--- src/rtl/fir_pkg.sv ---
`timescale 1ns / 1ps
// Package for the integer-to-radix text formatter.
// Holds transaction types, controller states, command and status structs, and constants.
package fir_pkg;

    localparam int VALUE_W     = 32;
    localparam int RADIX_W     = 6;
    localparam int DIGIT_W     = 6;
    localparam int CHAR_W      = 8;
    localparam int ADDR_W      = $clog2(VALUE_W);
    localparam int COUNT_W     = $clog2(VALUE_W + 1);
    localparam int DIV_BITS    = 8;
    localparam int DIV_CHUNKS  = VALUE_W / DIV_BITS;
    localparam int STEP_W      = $clog2(DIV_CHUNKS);

    localparam logic [RADIX_W-1:0] RADIX_MIN = RADIX_W'(2);
    localparam logic [RADIX_W-1:0] RADIX_MAX = RADIX_W'(36);

    localparam logic [CHAR_W-1:0] CHAR_ZERO  = 8'h30;
    localparam logic [CHAR_W-1:0] CHAR_A     = 8'h61;
    localparam logic [CHAR_W-1:0] CHAR_MINUS = 8'h2D;
    localparam logic [CHAR_W-1:0] CHAR_ERROR = 8'h00;

    localparam logic STATUS_OK        = 1'b0;
    localparam logic STATUS_BAD_RADIX = 1'b1;

    typedef struct packed {
        logic signed [VALUE_W-1:0] value;
        logic [RADIX_W-1:0]        radix;
    } fir_in_t;

    typedef struct packed {
        logic [CHAR_W-1:0] char_code;
        logic              last;
        logic              status;
    } fir_out_t;

    typedef enum logic [2:0] {
        ST_IDLE,
        ST_DIVIDE,
        ST_STORE,
        ST_SIGN,
        ST_FETCH,
        ST_EMIT,
        ST_ERROR
    } fir_state_t;

    typedef struct packed {
        logic load;
        logic div_step;
        logic store_digit;
        logic emit_sign;
        logic emit_digit;
        logic emit_error;
    } fir_cmd_t;

    typedef struct packed {
        logic radix_ok;
        logic chunk_done;
        logic quot_zero;
        logic neg;
        logic last_digit;
    } fir_stat_t;

    function automatic logic [CHAR_W-1:0] char_of_digit(input logic [DIGIT_W-1:0] d);
        logic [CHAR_W-1:0] d_ext;
        d_ext = CHAR_W'(d);
        if (d < DIGIT_W'(10))
            return CHAR_ZERO + d_ext;
        else
            return CHAR_A + d_ext - CHAR_W'(10);
    endfunction

endpackage

--- src/rtl/fir_ctrl.sv ---
`timescale 1ns / 1ps
// Controller state machine for the integer-to-radix text formatter.
// Depends on fir_pkg; drives commands to fir_datapath and reads its status.
module fir_ctrl
    import fir_pkg::*;
(
    input  logic      clk,
    input  logic      rst_n,
    input  logic      start,
    input  fir_stat_t stat,
    output fir_cmd_t  cmd,
    output logic      busy
);

    fir_state_t state_reg;
    fir_state_t state_next;

    always_ff @(posedge clk or negedge rst_n)
    begin
        if (!rst_n)
        begin
            state_reg <= ST_IDLE;
        end
        else
        begin
            state_reg <= state_next;
        end
    end

    always_comb
    begin
        state_next = state_reg;
        case (state_reg)
            ST_IDLE:
            begin
                if (start)
                    state_next = stat.radix_ok ? ST_DIVIDE : ST_ERROR;
            end
            ST_DIVIDE:
            begin
                if (stat.chunk_done)
                    state_next = ST_STORE;
            end
            ST_STORE:
            begin
                if (stat.quot_zero)
                    state_next = stat.neg ? ST_SIGN : ST_FETCH;
                else
                    state_next = ST_DIVIDE;
            end
            ST_SIGN:  state_next = ST_EMIT;
            ST_FETCH: state_next = ST_EMIT;
            ST_EMIT:
            begin
                if (stat.last_digit)
                    state_next = ST_IDLE;
            end
            ST_ERROR: state_next = ST_IDLE;
            default:  state_next = ST_IDLE;
        endcase
    end

    always_comb
    begin
        cmd  = '0;
        busy = 1'b1;
        case (state_reg)
            ST_IDLE:
            begin
                busy     = 1'b0;
                cmd.load = start;
            end
            ST_DIVIDE: cmd.div_step    = 1'b1;
            ST_STORE:  cmd.store_digit = 1'b1;
            ST_SIGN:   cmd.emit_sign   = 1'b1;
            ST_FETCH:  cmd             = '0;
            ST_EMIT:   cmd.emit_digit  = 1'b1;
            ST_ERROR:  cmd.emit_error  = 1'b1;
            default:   busy            = 1'b0;
        endcase
    end

endmodule

--- src/rtl/fir_datapath.sv ---
`timescale 1ns / 1ps
// Datapath for the integer-to-radix text formatter: magnitude, radix divider, digit store.
// Depends on fir_pkg; controlled by fir_ctrl through fir_cmd_t and fir_stat_t.
module fir_datapath
    import fir_pkg::*;
(
    input  logic      clk,
    input  logic      rst_n,
    input  fir_in_t   operand,
    input  fir_cmd_t  cmd,
    output fir_stat_t stat,
    output fir_out_t  result,
    output logic      strobe
);

    logic [DIGIT_W-1:0] digit_store [VALUE_W];

    logic [VALUE_W-1:0] div_reg,   div_next;
    logic [DIGIT_W-1:0] rem_reg,   rem_next;
    logic [RADIX_W-1:0] radix_reg, radix_next;
    logic               neg_reg,   neg_next;
    logic [STEP_W-1:0]  step_reg,  step_next;
    logic [COUNT_W-1:0] count_reg, count_next;
    logic [ADDR_W-1:0]  idx_reg,   idx_next;
    logic [DIGIT_W-1:0] rd_data_reg;
    fir_out_t           result_reg, result_next;
    logic               strobe_reg, strobe_next;

    logic [VALUE_W-1:0] magnitude;
    logic [VALUE_W-1:0] chunk_div;
    logic [DIGIT_W-1:0] chunk_rem;
    logic [ADDR_W-1:0]  rd_addr;

    assign magnitude = operand.value[VALUE_W-1] ? (~operand.value + VALUE_W'(1))
                                                : operand.value;

    // Restoring division, DIV_BITS quotient bits per cycle.
    always_comb
    begin
        logic [DIGIT_W:0]   trial;
        logic [VALUE_W-1:0] d;
        logic [DIGIT_W-1:0] r;
        logic               ge;
        d = div_reg;
        r = rem_reg;
        for (int i = 0; i < DIV_BITS; i++)
        begin
            trial = {r, d[VALUE_W-1]};
            ge    = (trial >= {1'b0, radix_reg});
            r     = ge ? DIGIT_W'(trial - {1'b0, radix_reg}) : trial[DIGIT_W-1:0];
            d     = {d[VALUE_W-2:0], ge};
        end
        chunk_div = d;
        chunk_rem = r;
    end

    always_comb
    begin
        div_next    = div_reg;
        rem_next    = rem_reg;
        radix_next  = radix_reg;
        neg_next    = neg_reg;
        step_next   = step_reg;
        count_next  = count_reg;
        idx_next    = idx_reg;
        result_next = result_reg;
        strobe_next = 1'b0;
        if (cmd.load)
        begin
            div_next   = magnitude;
            rem_next   = '0;
            radix_next = operand.radix;
            neg_next   = operand.value[VALUE_W-1];
            step_next  = '0;
            count_next = '0;
        end
        if (cmd.div_step)
        begin
            div_next  = chunk_div;
            rem_next  = chunk_rem;
            step_next = step_reg + STEP_W'(1);
        end
        if (cmd.store_digit)
        begin
            rem_next   = '0;
            step_next  = '0;
            count_next = count_reg + COUNT_W'(1);
            idx_next   = count_reg[ADDR_W-1:0];
        end
        if (cmd.emit_sign)
        begin
            result_next = '{char_code: CHAR_MINUS, last: 1'b0, status: STATUS_OK};
            strobe_next = 1'b1;
        end
        if (cmd.emit_digit)
        begin
            result_next = '{char_code: char_of_digit(rd_data_reg),
                            last: (idx_reg == '0), status: STATUS_OK};
            idx_next    = idx_reg - ADDR_W'(1);
            strobe_next = 1'b1;
        end
        if (cmd.emit_error)
        begin
            result_next = '{char_code: CHAR_ERROR, last: 1'b1, status: STATUS_BAD_RADIX};
            strobe_next = 1'b1;
        end
    end

    // Read ahead one entry while emitting.
    assign rd_addr = cmd.emit_digit ? (idx_reg - ADDR_W'(1)) : idx_reg;

    always_ff @(posedge clk)
    begin
        if (cmd.store_digit)
            digit_store[count_reg[ADDR_W-1:0]] <= rem_reg;
        rd_data_reg <= digit_store[rd_addr];
    end

    always_ff @(posedge clk)
    begin
        div_reg    <= div_next;
        rem_reg    <= rem_next;
        radix_reg  <= radix_next;
        neg_reg    <= neg_next;
        result_reg <= result_next;
    end

    always_ff @(posedge clk or negedge rst_n)
    begin
        if (!rst_n)
        begin
            step_reg   <= '0;
            count_reg  <= '0;
            idx_reg    <= '0;
            strobe_reg <= 1'b0;
        end
        else
        begin
            step_reg   <= step_next;
            count_reg  <= count_next;
            idx_reg    <= idx_next;
            strobe_reg <= strobe_next;
        end
    end

    assign stat.radix_ok   = operand.radix inside {[RADIX_MIN:RADIX_MAX]};
    assign stat.chunk_done = (step_reg == STEP_W'(DIV_CHUNKS - 1));
    assign stat.quot_zero  = (div_reg == '0);
    assign stat.neg        = neg_reg;
    assign stat.last_digit = (idx_reg == '0);

    assign result = result_reg;
    assign strobe = strobe_reg;

endmodule

--- src/rtl/format_integer_radix_unit.sv ---
`timescale 1ns / 1ps
// Top level of the integer-to-radix text formatter; joins fir_ctrl and fir_datapath.
// Each digit runs the divider over 8-bit chunks (ST_DIVIDE), then a store (ST_STORE); after
// the last store comes a fetch or sign state, then one character per cycle, sign first for a
// negative value. A new transaction is taken only when busy is low, after the previous one
// ends; a bad radix gives one error character. The result strobe cannot be stalled by the receiver.
// Reset: rst_n clears the controller to idle and drops strobe; digit store is not cleared.
module format_integer_radix_unit
    import fir_pkg::*;
(
    input  logic     clk,
    input  logic     rst_n,
    input  logic     start,
    input  fir_in_t  operand,
    output logic     busy,
    output logic     strobe,
    output fir_out_t result
);

    fir_cmd_t  cmd;
    fir_stat_t stat;

    fir_ctrl u_ctrl (
        .clk   (clk),
        .rst_n (rst_n),
        .start (start),
        .stat  (stat),
        .cmd   (cmd),
        .busy  (busy)
    );

    fir_datapath u_datapath (
        .clk     (clk),
        .rst_n   (rst_n),
        .operand (operand),
        .cmd     (cmd),
        .stat    (stat),
        .result  (result),
        .strobe  (strobe)
    );

endmodule

--- config.mk ---
export PLATFORM = sky130hd
export DESIGN_NAME = format_integer_radix_unit
export DESIGN_NICKNAME = d
export VERILOG_FILES = /design/src/rtl/fir_pkg.sv /design/src/rtl/fir_ctrl.sv /design/src/rtl/fir_datapath.sv /design/src/rtl/format_integer_radix_unit.sv
export SDC_FILE = /design/constraint.sdc
export NUM_CORES = 1
export LEC_CHECK = 0
export BUFFER_PORTS_ARGS = -buffer_cell sky130_fd_sc_hd__buf_2
export CORE_MARGIN = 2
export CORE_UTILIZATION = 35
export CTS_CLUSTER_DIAMETER = 50
export CTS_CLUSTER_SIZE = 20
export DETAILED_ROUTE_END_ITERATION = 7
export PLACE_DENSITY = 0.5
export SLEW_MARGIN = 5
export SYNTH_ARGS = -nofsm -noshare
export SYNTH_HDL_FRONTEND = slang
export SYNTH_SLANG_ARGS = --single-unit
--- constraint.sdc ---
create_clock -name clk -period 19.85 [get_ports clk]
set_input_delay 1.985 -clock clk [delete_from_list [all_inputs] [get_ports clk]]
set_output_delay 1.985 -clock clk [all_outputs]
set_load 0.01 [all_outputs]
# Yosys cells after proc, flatten, opt, wreduce, memory -nomap -nowiden
# Memory sizes are Yosys's and may differ from the RTL's. A register that Yosys moved wholly into a read port is not among the register bits.
# Cells that the tools add are included.
[word_totals] elab_cells=104 n_memories=1 regBits=72 ram_bits=192 latch_bits=0 romBits=0 in_bits=41 output_inout_bits=12
[classes] reduce_logical=12 mul=0 n_lt_le_gt_ge=11 n_eq_ne=10 addsub=15 n_shift=0 n_mux=42 div_mod_pow=0 bitwise=1
[mem_list] memory="u_datapath.digit_store" depth=32 word_bits=6 read_ports=1 rd_ports_with_merged_regs=1 write_ports=1 line_no="fir_datapath.sv:16" rtl="logic [DIGIT_W-1:0] digit_store [VALUE_W];"
[op_table] op="$mux W32" count=3
[op_table] op="$mux W6" count=11
[op_table] op="$ge A7 B6 Y1" count=8
[op_table] op="$sub A6 B6 Y6" count=8
[op_table] op="$add A32 B2 Y32 const B" count=1
[op_table] op="$logic_not A32 Y1" count=1
[op_table] op="$not A32 Y32" count=1
[op_table] op="$mux W10" count=2
[op_table] op="$mux W3" count=6
[op_table] op="$mux W5" count=3
[op_table] op="$pmux W3 S5" count=1
[op_table] op="$mux W1" count=12
[op_table] op="$eq A3 B3 Y1 const B" count=3
[op_table] op="$add A7 B6 Y8 const A" count=1
[op_table] op="$mux W8" count=1
[op_table] op="$reduce_bool A2 Y1" count=4
[op_table] op="$sub A8 B4 Y8 const B" count=1
[op_table] op="$add A6 B6 Y7 const A" count=1
[op_table] op="$add A6 B1 Y6 const B" count=1
[op_table] op="$eq A3 B2 Y1 const B" count=2
[op_table] op="$ge A6 B2 Y1 const B" count=1
[op_table] op="$le A6 B6 Y1 const B" count=1
[op_table] op="$lt A6 B4 Y1 const B" count=1
[op_table] op="$mux W2" count=3
[op_table] op="12 further kinds" count=14

# Logic depth before layout (Yosys ltp)
# Gate-level depths: netlist (run 1).
[logic_depth] ltp_word=17 depth_mapped=80 ltp_nobuf=77

# Cells and area by module
# From an unflattened synthesis (run 1), not the netlist that was laid out.
[hier_totals] cells_unflattened=1075 hier_area_um2=14238.7
[by_module_without_submodules] mod="fir_datapath" area_per_inst_um2=13949.6 cells_per_inst=1038 instances=1 seq_area_each_um2=7702.4
[by_module_without_submodules] mod="fir_ctrl" area_per_inst_um2=289.0 cells_per_inst=37 instances=1 seq_area_each_um2=75.1

# Worst setup path before layout (run 1)
# No wires, ideal clock.
[synth_path] path_kind="reg-to-reg" start="register u_datapath.radix_reg[1]" end="register u_datapath.rem_reg[3]" synth_period_minus_slack_ps=15401 path_stages_with_launch=77 required_ps=19728 setup_time_ps=122 t_arrival_ps=15280 path_slack_ps=4449 path_buffers=3 path_cell_list="edfxtp_1 -> inv_1 -> ha_1 -> nor2b_1 -> o21a_1 -> o21a_2 -> nor2_4 -> nand2_1 -> o21ai_0 -> ha_1 -> a21o_1 -> a21oi_1 -> o31a_1 -> o31a_4 -> buf_2 -> mux2_2 -> ha_1 -> a211o_1 -> [... 41 more ...] -> o21ai_0 -> nand3b_1 -> a2111oi_0 -> and3_1 -> a32o_1 -> o2bb2ai_4 -> mux2_2 -> inv_1 -> ha_1 -> nor2b_1 -> o21ai_0 -> nand2b_1 -> a21o_1 -> a21o_1 -> a211oi_1 -> o2111ai_4 -> and3_1 -> a221o_1"
[synth_via] elab_chain_len=17 elab_cells_between_ends=25 classes_between="add/sub (8); order compare (8); mux (9)"
[synth_lines] item="from (decl)" line_no="fir_datapath.sv:20" rtl="logic [RADIX_W-1:0] radix_reg, radix_next;"
[synth_lines] item="from (signal assigned)" line_no="fir_datapath.sv:123" rtl="radix_reg <= radix_next;"
[synth_lines] item="$sub A6 B6 Y6 or $ge A7 B6 Y1 (tied branches)" line_no="fir_datapath.sv:50, fir_datapath.sv:49"
[synth_lines] item="$mux W6" line_no="fir_datapath.sv:50" rtl="r = ge ? DIGIT_W'(trial - {1'b0, radix_reg}) : trial[DIGIT_W-1:0];"
[synth_lines] item="$sub A6 B6 Y6 or $ge A7 B6 Y1 (tied branches)" line_no="fir_datapath.sv:50, fir_datapath.sv:49"
[synth_lines] item="$mux W6" line_no="fir_datapath.sv:50"
[synth_lines] item="$sub A6 B6 Y6 or $ge A7 B6 Y1 (tied branches)" line_no="fir_datapath.sv:50, fir_datapath.sv:49"
[synth_lines] item="$mux W6" line_no="fir_datapath.sv:50"
[synth_lines] item="$sub A6 B6 Y6 or $ge A7 B6 Y1 (tied branches)" line_no="fir_datapath.sv:50, fir_datapath.sv:49"
[synth_lines] item="$mux W6" line_no="fir_datapath.sv:50"
[synth_lines] item="$sub A6 B6 Y6 or $ge A7 B6 Y1 (tied branches)" line_no="fir_datapath.sv:50, fir_datapath.sv:49"
[synth_lines] item="$mux W6" line_no="fir_datapath.sv:50"
[synth_lines] item="$ge A7 B6 Y1 or $sub A6 B6 Y6 (tied branches)" line_no="fir_datapath.sv:49, fir_datapath.sv:50"
[synth_lines] item="$mux W6" line_no="fir_datapath.sv:50"
[synth_lines] item="$sub A6 B6 Y6 or $ge A7 B6 Y1 (tied branches)" line_no="fir_datapath.sv:50, fir_datapath.sv:49"
[synth_lines] item="$mux W6" line_no="fir_datapath.sv:50"
[synth_lines] item="$sub A6 B6 Y6 or $ge A7 B6 Y1 (tied branches)" line_no="fir_datapath.sv:50, fir_datapath.sv:49"
[synth_lines] item="$mux W6 *" line_no="fir_datapath.sv:50"
[synth_lines] item="$mux W6 *" line_no="fir_datapath.sv:77" rtl="if (cmd.div_step)"
[synth_lines] item="to (signal assigned)" line_no="fir_datapath.sv:122" rtl="rem_reg <= rem_next;"
[synth_lines] item="to (decl)" line_no="fir_datapath.sv:19" rtl="logic [DIGIT_W-1:0] rem_reg, rem_next;"
# Every way passes the cells marked *; elsewhere a longest branch is shown, timed or not.
# A chain may end at the register's enable or synchronous reset.

# Worst setup path in the final report (run 1)
# Same ends and word-level chain as after synthesis.

==> out/metrics.yaml, run 1 <==
outcome:
  status: "finished clean"
worst_setup_path:
  max_stage_delay_ns: 0.77
  end_kind: "register"
  reg2reg_slack_ns: 2.05
  timing.rr.start: "u_datapath.radix_reg[1]$_DFFE_PP_"
  worst-r2r-cell-count: 73
  criticalPathCategory: "register to register"
  critPathSlowestCell: "edfxtp_1"
  r2r_end: "u_datapath.rem_reg[3]$_SDFFE_PP0P_"
  worst_ep_required_time_ns: 20.30
  startpoint_type: "register"
  worst-endpoint-arrival_ns: 18.26
  crit_top_cell: "o21ai_0"
  critPathMaxFanout: 15
logic_synthesis:
  synth-seq-cells: 269
  seq_area_frac_synth_pct: 54.2
  synth_area_leaders: "edfxtp_1 48%, mux4_2 9.4%, ha_1 5.3%"
  avgSynthCellArea_um2: 12.7
  yosysWarnings: 0
  yosysTopAreaCell: "edfxtp_1"
  synth_cells: 1129
  async_flop_share_pct: 5.95
  synth_edf_count: 231
  synth-main-ff-cell: "edfxtp_1"
  synth_top_area_share_pct: 48.3
  syn_area_mm2: 0.0144
  synth_nets: 1239
  synth.distinct_cells: 75
clocking:
  postCtsSetupBuffers: 0
  cts_root_buf: "clkbuf_16"
  clkTransAtPathRegs_ns: 0.07
  cts_hold_buf: 0
  htreeDepth: 1
  clk_latency_ns: 0.59
  cts_resized: 0
  tritoncts: "yes"
  cts_buffer_depth: 3
  cts.sinks: 269
  cts_made_buffers: 28
floorplanning:
  core_mm2: 0.0406
  die_w_um: 207
  initial_core_util_pct: 35.3
  rows: 74
  die_h_um: 207
  io_pins: 53
  die-area_mm2: 0.0427
timing:
  holdWs_ns: 0.457
  finalCritPeriodShare_pct: 89.7
  tns_ns: 0
  skew_ns: 0.0378
  worst_pin_slew_ns: 1.02
  fin_crit_ns: 17.80
  fmax_mhz: 56.2
  hold_viol: 0
  rsz0062_at_grt: "false"
  drv_slew: 0
  slew_headroom_pct: 32.2
  finalSetupViolCount: 0
placed_design:
  dp_hpwl_mm: 24.3
  io_buffers: 52
  finalWeightedCongestion: 0.884
  placed_cell_area_mm2: 0.0153
global_route:
  antenna_found_initial: 0
  grt_use_total_pct: 16.6
  grt_pass1_wl_mm: 54.1
  grt_pass1_vias: 9262
  grt.overflow.total: 0
  grt_max_degree: 54
job:
  drv_cap: 0
drt:
  drt-initial-drc-count: 627
  avgViaCountPerCell: 5.30
  drc: 0
  detail_route.wl_per_cell_um: 20.0
  first_pass_iters: 5
  drtAntennaViolNets: 0
  wirelength_mm: 34.9
  dr_total_vias: 9226
hold_path:
  hold_path.startpoint: "u_datapath.result[3]$_SDFFE_PP0P_"
  hold_path_end: "u_datapath.result[3]$_SDFFE_PP0P_"
  hold_depth: 2
  hold_class: "register to register"
layout:
  num_antenna_cells: 0
  layout.cells.most_common_list: "231 x edfxtp_1, 107 x nand2_1, 86 x nor2_1"
  largest_reg_flops: 192
  final_util_pct: 40.0
  fin_area_mm2: 0.0163
  fillers: 3837
  drive_gt1_share_pct: 17.9
  syn_to_final_growth_pct: 13.2
  nets: 1298
  final_common_cell: "edfxtp_1"
==> metrics by stage <==
step,cells,setup slack [ns]
3_5_place_dp,1690,2.20
4_1_cts,1742,2.16
6_report,1742,2.05
3_3_place_gp,1690,2.69
2_1_floorplan,1129,4.45
5_1_grt,1742,0.422
==> critical path, delay by kind of cell (launching register included) <==
kind            cells  cell delay (ns)
buf+inv             6             0.79
simple gates       16             2.63
mux                 4             1.56
flops               1             0.77
compound gates     39             9.55
fa+ha+maj           8             2.40
==> synth_stat cells, types with 5 or more instances <==
library cell and instances:
or3_1 7, nand3b_1 8, nor3_1 16, dfrtp_1 16
o211ai_1 7, xor2_1 39, mux2_2 17, nand2_1 107
mux4_2 60, nor2_1 87, and2_1 5, a31oi_1 8
inv_1 56, o21ai_0 75, edfxtp_1 231, a21boi_0 7
a211oi_1 12, buf_1 6, mux2i_1 8, ha_1 61
o31ai_1 11, nor2b_1 8, o21ai_1 7, nand2b_1 18
clkbuf_1 26, xnor2_1 22, or4_1 6, a21o_1 14
nor4_1 12, fa_1 8, nand3_1 15, and3_1 9
dfxtp_1 22, nand4_1 6, a21oi_1 39
==> per-layer routing <==
metal	wire, um	vias up	global-route usage [%]
li1	-	4450	-
met1	16400	4566	23.5
met2	16500	166	27.1
met3	1210	44	2.01
met4	753	0	4.13
met5	0	-	0
==> worst max path at each step <==
| stage | slack [ns] | startpoint | to |
|---|---|---|---|
| floorplan | 4.45 | u_datapath.radix_reg[1]$_DFFE_PP_ | u_datapath.rem_reg[3]$_SDFFE_PP0P_ |
| global placement | 2.69 | u_datapath.radix_reg[1]$_DFFE_PP_ | u_datapath.rem_reg[3]$_SDFFE_PP0P_ |
| detailed placement | 2.20 | u_datapath.radix_reg[1]$_DFFE_PP_ | u_datapath.rem_reg[3]$_SDFFE_PP0P_ |
| CTS | 2.16 | u_datapath.radix_reg[1]$_DFFE_PP_ | u_datapath.rem_reg[3]$_SDFFE_PP0P_ |
| global route | 0.42 | u_datapath.radix_reg[1]$_DFFE_PP_ | u_datapath.rem_reg[3]$_SDFFE_PP0P_ |
| finish | 2.05 | u_datapath.radix_reg[1]$_DFFE_PP_ | u_datapath.rem_reg[3]$_SDFFE_PP0P_ |
==> cell type report <==
| cell class | count | area [um2] | area share, % |
|---|---|---|---|
| flip-flops and latches | 269 | 7780 | 47.9 |
| multi-input cells | 768 | 6250 | 38.5 |
| clock buffers | 29 | 704 | 4.33 |
| well taps | 532 | 666 | 4.10 |
| repair buffers | 65 | 358 | 2.20 |
| clock inverters | 23 | 283 | 1.74 |
| inverters | 56 | 210 | 1.29 |
==> kinds of logic (layout without fill, tap and decap cells) <==
logic type	Yosys count	count (layout)	synth area share [%]
and+or+nand+nor	318	318	10.6
buffers and inverters	92	173	2.52
DFF	269	269	54.2
muxes	86	86	11.4
AOI/OAI and AO/OA	234	234	11.2
xor gates and xnor gates	61	61	3.72
adders and majority gates	69	69	6.43
Power of run 1 is not shown: default switching activity piles up to over one toggle a cycle in this logic, so the estimate is an artifact.
==> inputs of run 2 (changes only) <==
Settings changed: SETUP_SLACK_MARGIN set to 0.15.
Clock period 19.85 ns to 17.95 ns, I/O delays scaled along.
==> out/metrics.yaml, run 2 (synthesis gave the netlist of run 1 again) <==
outcome:
  status: "finished clean"
drt:
  drc: 0
  wirelength_mm: 34.7
  detail_route.wl_per_cell_um: 19.9
  drtAntennaViolNets: 0
  avgViaCountPerCell: 5.33
  dr_total_vias: 9304
  first_pass_iters: 5
  drt-initial-drc-count: 613
floorplanning:
  core_mm2: 0.0406
  io_pins: 53
  die-area_mm2: 0.0427
  die_h_um: 207
  initial_core_util_pct: 35.3
  die_w_um: 207
  rows: 74
global_route:
  grt_pass1_wl_mm: 54.0
  grt_max_degree: 54
  grt_use_total_pct: 16.4
  grt_pass1_vias: 9312
  grt.overflow.total: 0
  antenna_found_initial: 1
layout:
  final_common_cell: "edfxtp_1"
  nets: 1302
  syn_to_final_growth_pct: 13.8
  drive_gt1_share_pct: 18.6
  largest_reg_flops: 192
  fillers: 3818
  instances_no_fill: 1747
  layout.cells.most_common_list: "231 x edfxtp_1, 107 x nand2_1, 86 x nor2_1"
hold_path:
  hold_class: "register to register"
timing:
  finalCritPeriodShare_pct: 92.0
  holdWs_ns: 0.460
  fmax_mhz: 60.6
  slew_headroom_pct: 29.6
  tns_ns: 0
  skew_ns: 0.0430
  drv_slew: 0
  rsz0062_at_grt: "false"
  worst_pin_slew_ns: 1.05
  hold_viol: 0
  fin_crit_ns: 16.51
  finalSetupViolCount: 0
clocking:
  cts_root_buf: "clkbuf_16"
  clkTransAtPathRegs_ns: 0.07
  clk_latency_ns: 0.59
  cts_hold_buf: 0
  cts_made_buffers: 28
  htreeDepth: 1
  tritoncts: "yes"
  cts_buffer_depth: 3
  cts.sinks: 269
worst_setup_path:
  max_stage_delay_ns: 0.50
  startpoint_type: "register"
  end_kind: "register"
  critPathMaxFanout: 15
  worst-endpoint-arrival_ns: 16.96
  critPathSlowestCell: "a2111oi_4"
  criticalPathCategory: "register to register"
  crit_top_cell: "o21ai_0"
  worst_ep_required_time_ns: 18.40
job:
  drv_cap: 0
placed_design:
  finalWeightedCongestion: 0.898
  dp_hpwl_mm: 24.0
  io_buffers: 52
  dp.cells: 1694
## run 2: path summary, 6_finish.rpt
check / slack [ns] / from / to / cells after the start
max: 1.44 / u_datapath.radix_reg[3]$_DFFE_PP_ / u_datapath.rem_reg[3]$_SDFFE_PP0P_ / 73
min reg2reg: 0.46 / u_datapath.result[6]$_SDFFE_PP0P_ / u_datapath.result[6]$_SDFFE_PP0P_ / 2
max reg2reg: 1.44 / u_datapath.radix_reg[3]$_DFFE_PP_ / u_datapath.rem_reg[3]$_SDFFE_PP0P_ / 73
min in group asynchronous: 1.12 / rst_n / u_datapath.strobe$_DFF_PN0_ / 1
min: 0.46 / u_datapath.result[6]$_SDFFE_PP0P_ / u_datapath.result[6]$_SDFFE_PP0P_ / 2
max in group asynchronous: 16.52 / rst_n / u_ctrl.state_reg[0]$_DFFE_PN0P_ / 1
## run 2: what timing repair did
action,CTS,global route
hold endpoints to repair,0,0
setup buffers,0,0
setup endpoints to repair,0,7
gates resized for setup,0,10
## run 2: final cells by class
class / instances / area [um2] / share of cell area, %
antenna: 1 / 2.50 / 0.0153
clock buffer: 30 / 708 / 4.33
clock inverter: 22 / 302 / 1.85
inverter: 56 / 210 / 1.29
multi-input combinational: 768 / 6280 / 38.5
sequential: 269 / 7780 / 47.6
tap: 532 / 666 / 4.07
timing repair buffer: 69 / 388 / 2.37
## run 2: critical path, delay by kind of cell, from the launching register on
family	cells	cell delay, ns
mux	4	1.56
compound gates	41	9.55
fa+ha+maj	8	2.27
buf+inv	7	0.60
simple gates	13	2.04
flops	1	0.35
## run 2: metal layers
metal	wire, um	up-vias	track usage [%]
li1	-	4449	-
met1	15800	4593	22.7
met2	16400	187	26.7
met3	1560	75	2.98
met4	934	0	4.54
met5	0	-	0
## run 2: metrics by stage
stage          setup slack, ns  utilization, %  instance area (um2)
6_report                  1.44            40.2                16300
5_1_grt                  0.223            40.2                16300
4_1_cts                  0.748            40.1                16300
3_5_place_dp             0.829            37.6                15300
3_3_place_gp              1.27            37.6                15300
2_1_floorplan             2.55               -                14400
Power of run 2 is left out for the same reason.
==> inputs of run 3 (changes only) <==
Settings changed: CTS_BUF_LIST set to sky130_fd_sc_hd__clkbuf_4 sky130_fd_sc_hd__clkbuf_8 sky130_fd_sc_hd__clkbuf_16, CTS_CLUSTER_DIAMETER 50 to not set, SLEW_MARGIN 5 to 20.
==> out/metrics.yaml, run 3 (synthesis gave the netlist of run 1 again) <==
timing:
  rsz0062_at_grt: "false"
  hold_viol: 0
  fin_crit_ns: 16.53
  slew_headroom_pct: 34.5
  fmax_mhz: 60.5
  finalCritPeriodShare_pct: 92.1
  tns_ns: 0
  drv_slew: 0
  worst_pin_slew_ns: 0.980
  finalSetupViolCount: 0
  skew_ns: 0.0194
clocking:
  clkTransAtPathRegs_ns: 0.06
  clk_latency_ns: 0.57
  tritoncts: "yes"
  htreeDepth: 1
  cts_made_buffers: 29
  cts_root_buf: "clkbuf_16"
  cts_hold_buf: 0
  cts.sinks: 269
  cts_buffer_depth: 3
layout:
  nets: 1304
  layout.cells.most_common_list: "231 x edfxtp_1, 107 x nand2_1, 86 x nor2_1"
  final_common_cell: "edfxtp_1"
  fillers: 3830
  drive_gt1_share_pct: 18.8
  syn_to_final_growth_pct: 13.4
  largest_reg_flops: 192
  fin_area_mm2: 0.0163
worst_setup_path:
  startpoint: "u_datapath.radix_reg[3]$_DFFE_PP_"
  reg2reg_slack_ns: 1.42
  end_kind: "register"
  crit_top_cell: "o21ai_0"
  critPathMaxFanout: 15
  criticalPathCategory: "register to register"
  worst-r2r-cell-count: 73
  startpoint_type: "register"
  crit_end: "u_datapath.rem_reg[3]$_SDFFE_PP0P_"
  worst_ep_required_time_ns: 18.40
  max_stage_delay_ns: 0.50
  r2r_end: "u_datapath.rem_reg[3]$_SDFFE_PP0P_"
  timing.rr.start: "u_datapath.radix_reg[3]$_DFFE_PP_"
  critPathSlowestCell: "a2111oi_4"
  worst-endpoint-arrival_ns: 16.98
placed_design:
  finalWeightedCongestion: 0.898
  placed_cell_area_mm2: 0.0153
  io_buffers: 52
  dp_hpwl_mm: 24.0
drt:
  drt-initial-drc-count: 628
  first_pass_iters: 4
  wirelength_mm: 34.8
  met2_wirelength_mm: 16.6
  dr_total_vias: 9377
  wl_met1_mm: 15.7
  drc: 0
  drtAntennaViolNets: 0
  maxUsedRoutingLayer: "met4"
  dr_wl_met3_mm: 1.59
  detail_route.wl_per_cell_um: 19.9
  avgViaCountPerCell: 5.36
floorplanning:
  io_pins: 53
  die_h_um: 207
  die-area_mm2: 0.0427
  die_w_um: 207
  core_mm2: 0.0406
  initial_core_util_pct: 35.3
  rows: 74
hold_path:
  hold_path.startpoint: "u_datapath.result[3]$_SDFFE_PP0P_"
  hold_class: "register to register"
global_route:
  antenna_found_initial: 1
  grt.overflow.total: 0
  grt_pass1_vias: 9340
  grt_max_degree: 54
  grt_use_total_pct: 16.5
  grt_pass1_wl_mm: 54.0
job:
  drv_cap: 0
outcome:
  status: "finished clean"
run 3: worst max-delay path: cells and delay by family, from the launching register on:
family                   cells  cell delay (ns)
multiplexers                 4             1.55
AO/OA/AOI/OAI               41             9.63
AND/OR/NAND/NOR             13             2.04
buffers and inverters        7             0.60
adder cells (fa/ha/maj)      8             2.25
flip-flops                   1             0.35
run 3: worst min-delay path by stage:
stage / end / slack (ns) / depth (start not counted)
6_report: u_datapath.result[3]$_SDFFE_PP0P_ / 0.46 / 2
5_1_grt: u_datapath.result[8]$_SDFFE_PP0P_ / 0.49 / 1
4_1_cts: u_datapath.result[6]$_SDFFE_PP0P_ / 0.46 / 2
3_5_place_dp: u_datapath.result[6]$_SDFFE_PP0P_ / 0.44 / 2
3_3_place_gp: u_datapath.result[6]$_SDFFE_PP0P_ / 0.44 / 2
2_1_floorplan: u_datapath.step_reg[0]$_DFFE_PN0P_ / 0.47 / 1
run 3: layer usage:
layer / vias up / global-route usage (%)
li1: 4457 / -
met3: 70 / 2.97
met2: 205 / 26.8
met1: 4645 / 22.6
met4: 0 / 4.85
met5: - / 0
run 3: what timing repair did:
item	CTS	global route
setup buffers	0	0
setup endpoints to repair	0	7
resized for setup	0	10
run 3: through the flow:
step	setup WS (ns)	utilization, %	hold WS, ns	std cells
after detailed placement	0.829	37.6	0.443	1694
after CTS	0.729	39.9	0.458	1747
after floorplan	2.55	-	0.468	1129
after global routing	0.170	40.0	0.490	1749
final	1.42	40.0	0.460	1749
after global placement	1.27	37.6	0.435	1694
run 3: final cells by class:
| cell class | count | area, um2 | area share, % |
|---|---|---|---|
| sequential | 269 | 7780 | 47.8 |
| tap | 532 | 666 | 4.09 |
| antenna | 1 | 2.50 | 0.0154 |
| clock inverter | 13 | 116 | 0.715 |
| multi-input combinational | 768 | 6290 | 38.6 |
| inverter | 56 | 210 | 1.29 |
| clock buffer | 40 | 808 | 4.97 |
| timing repair buffer | 70 | 408 | 2.51 |
Power of run 3 is left out for the same reason.
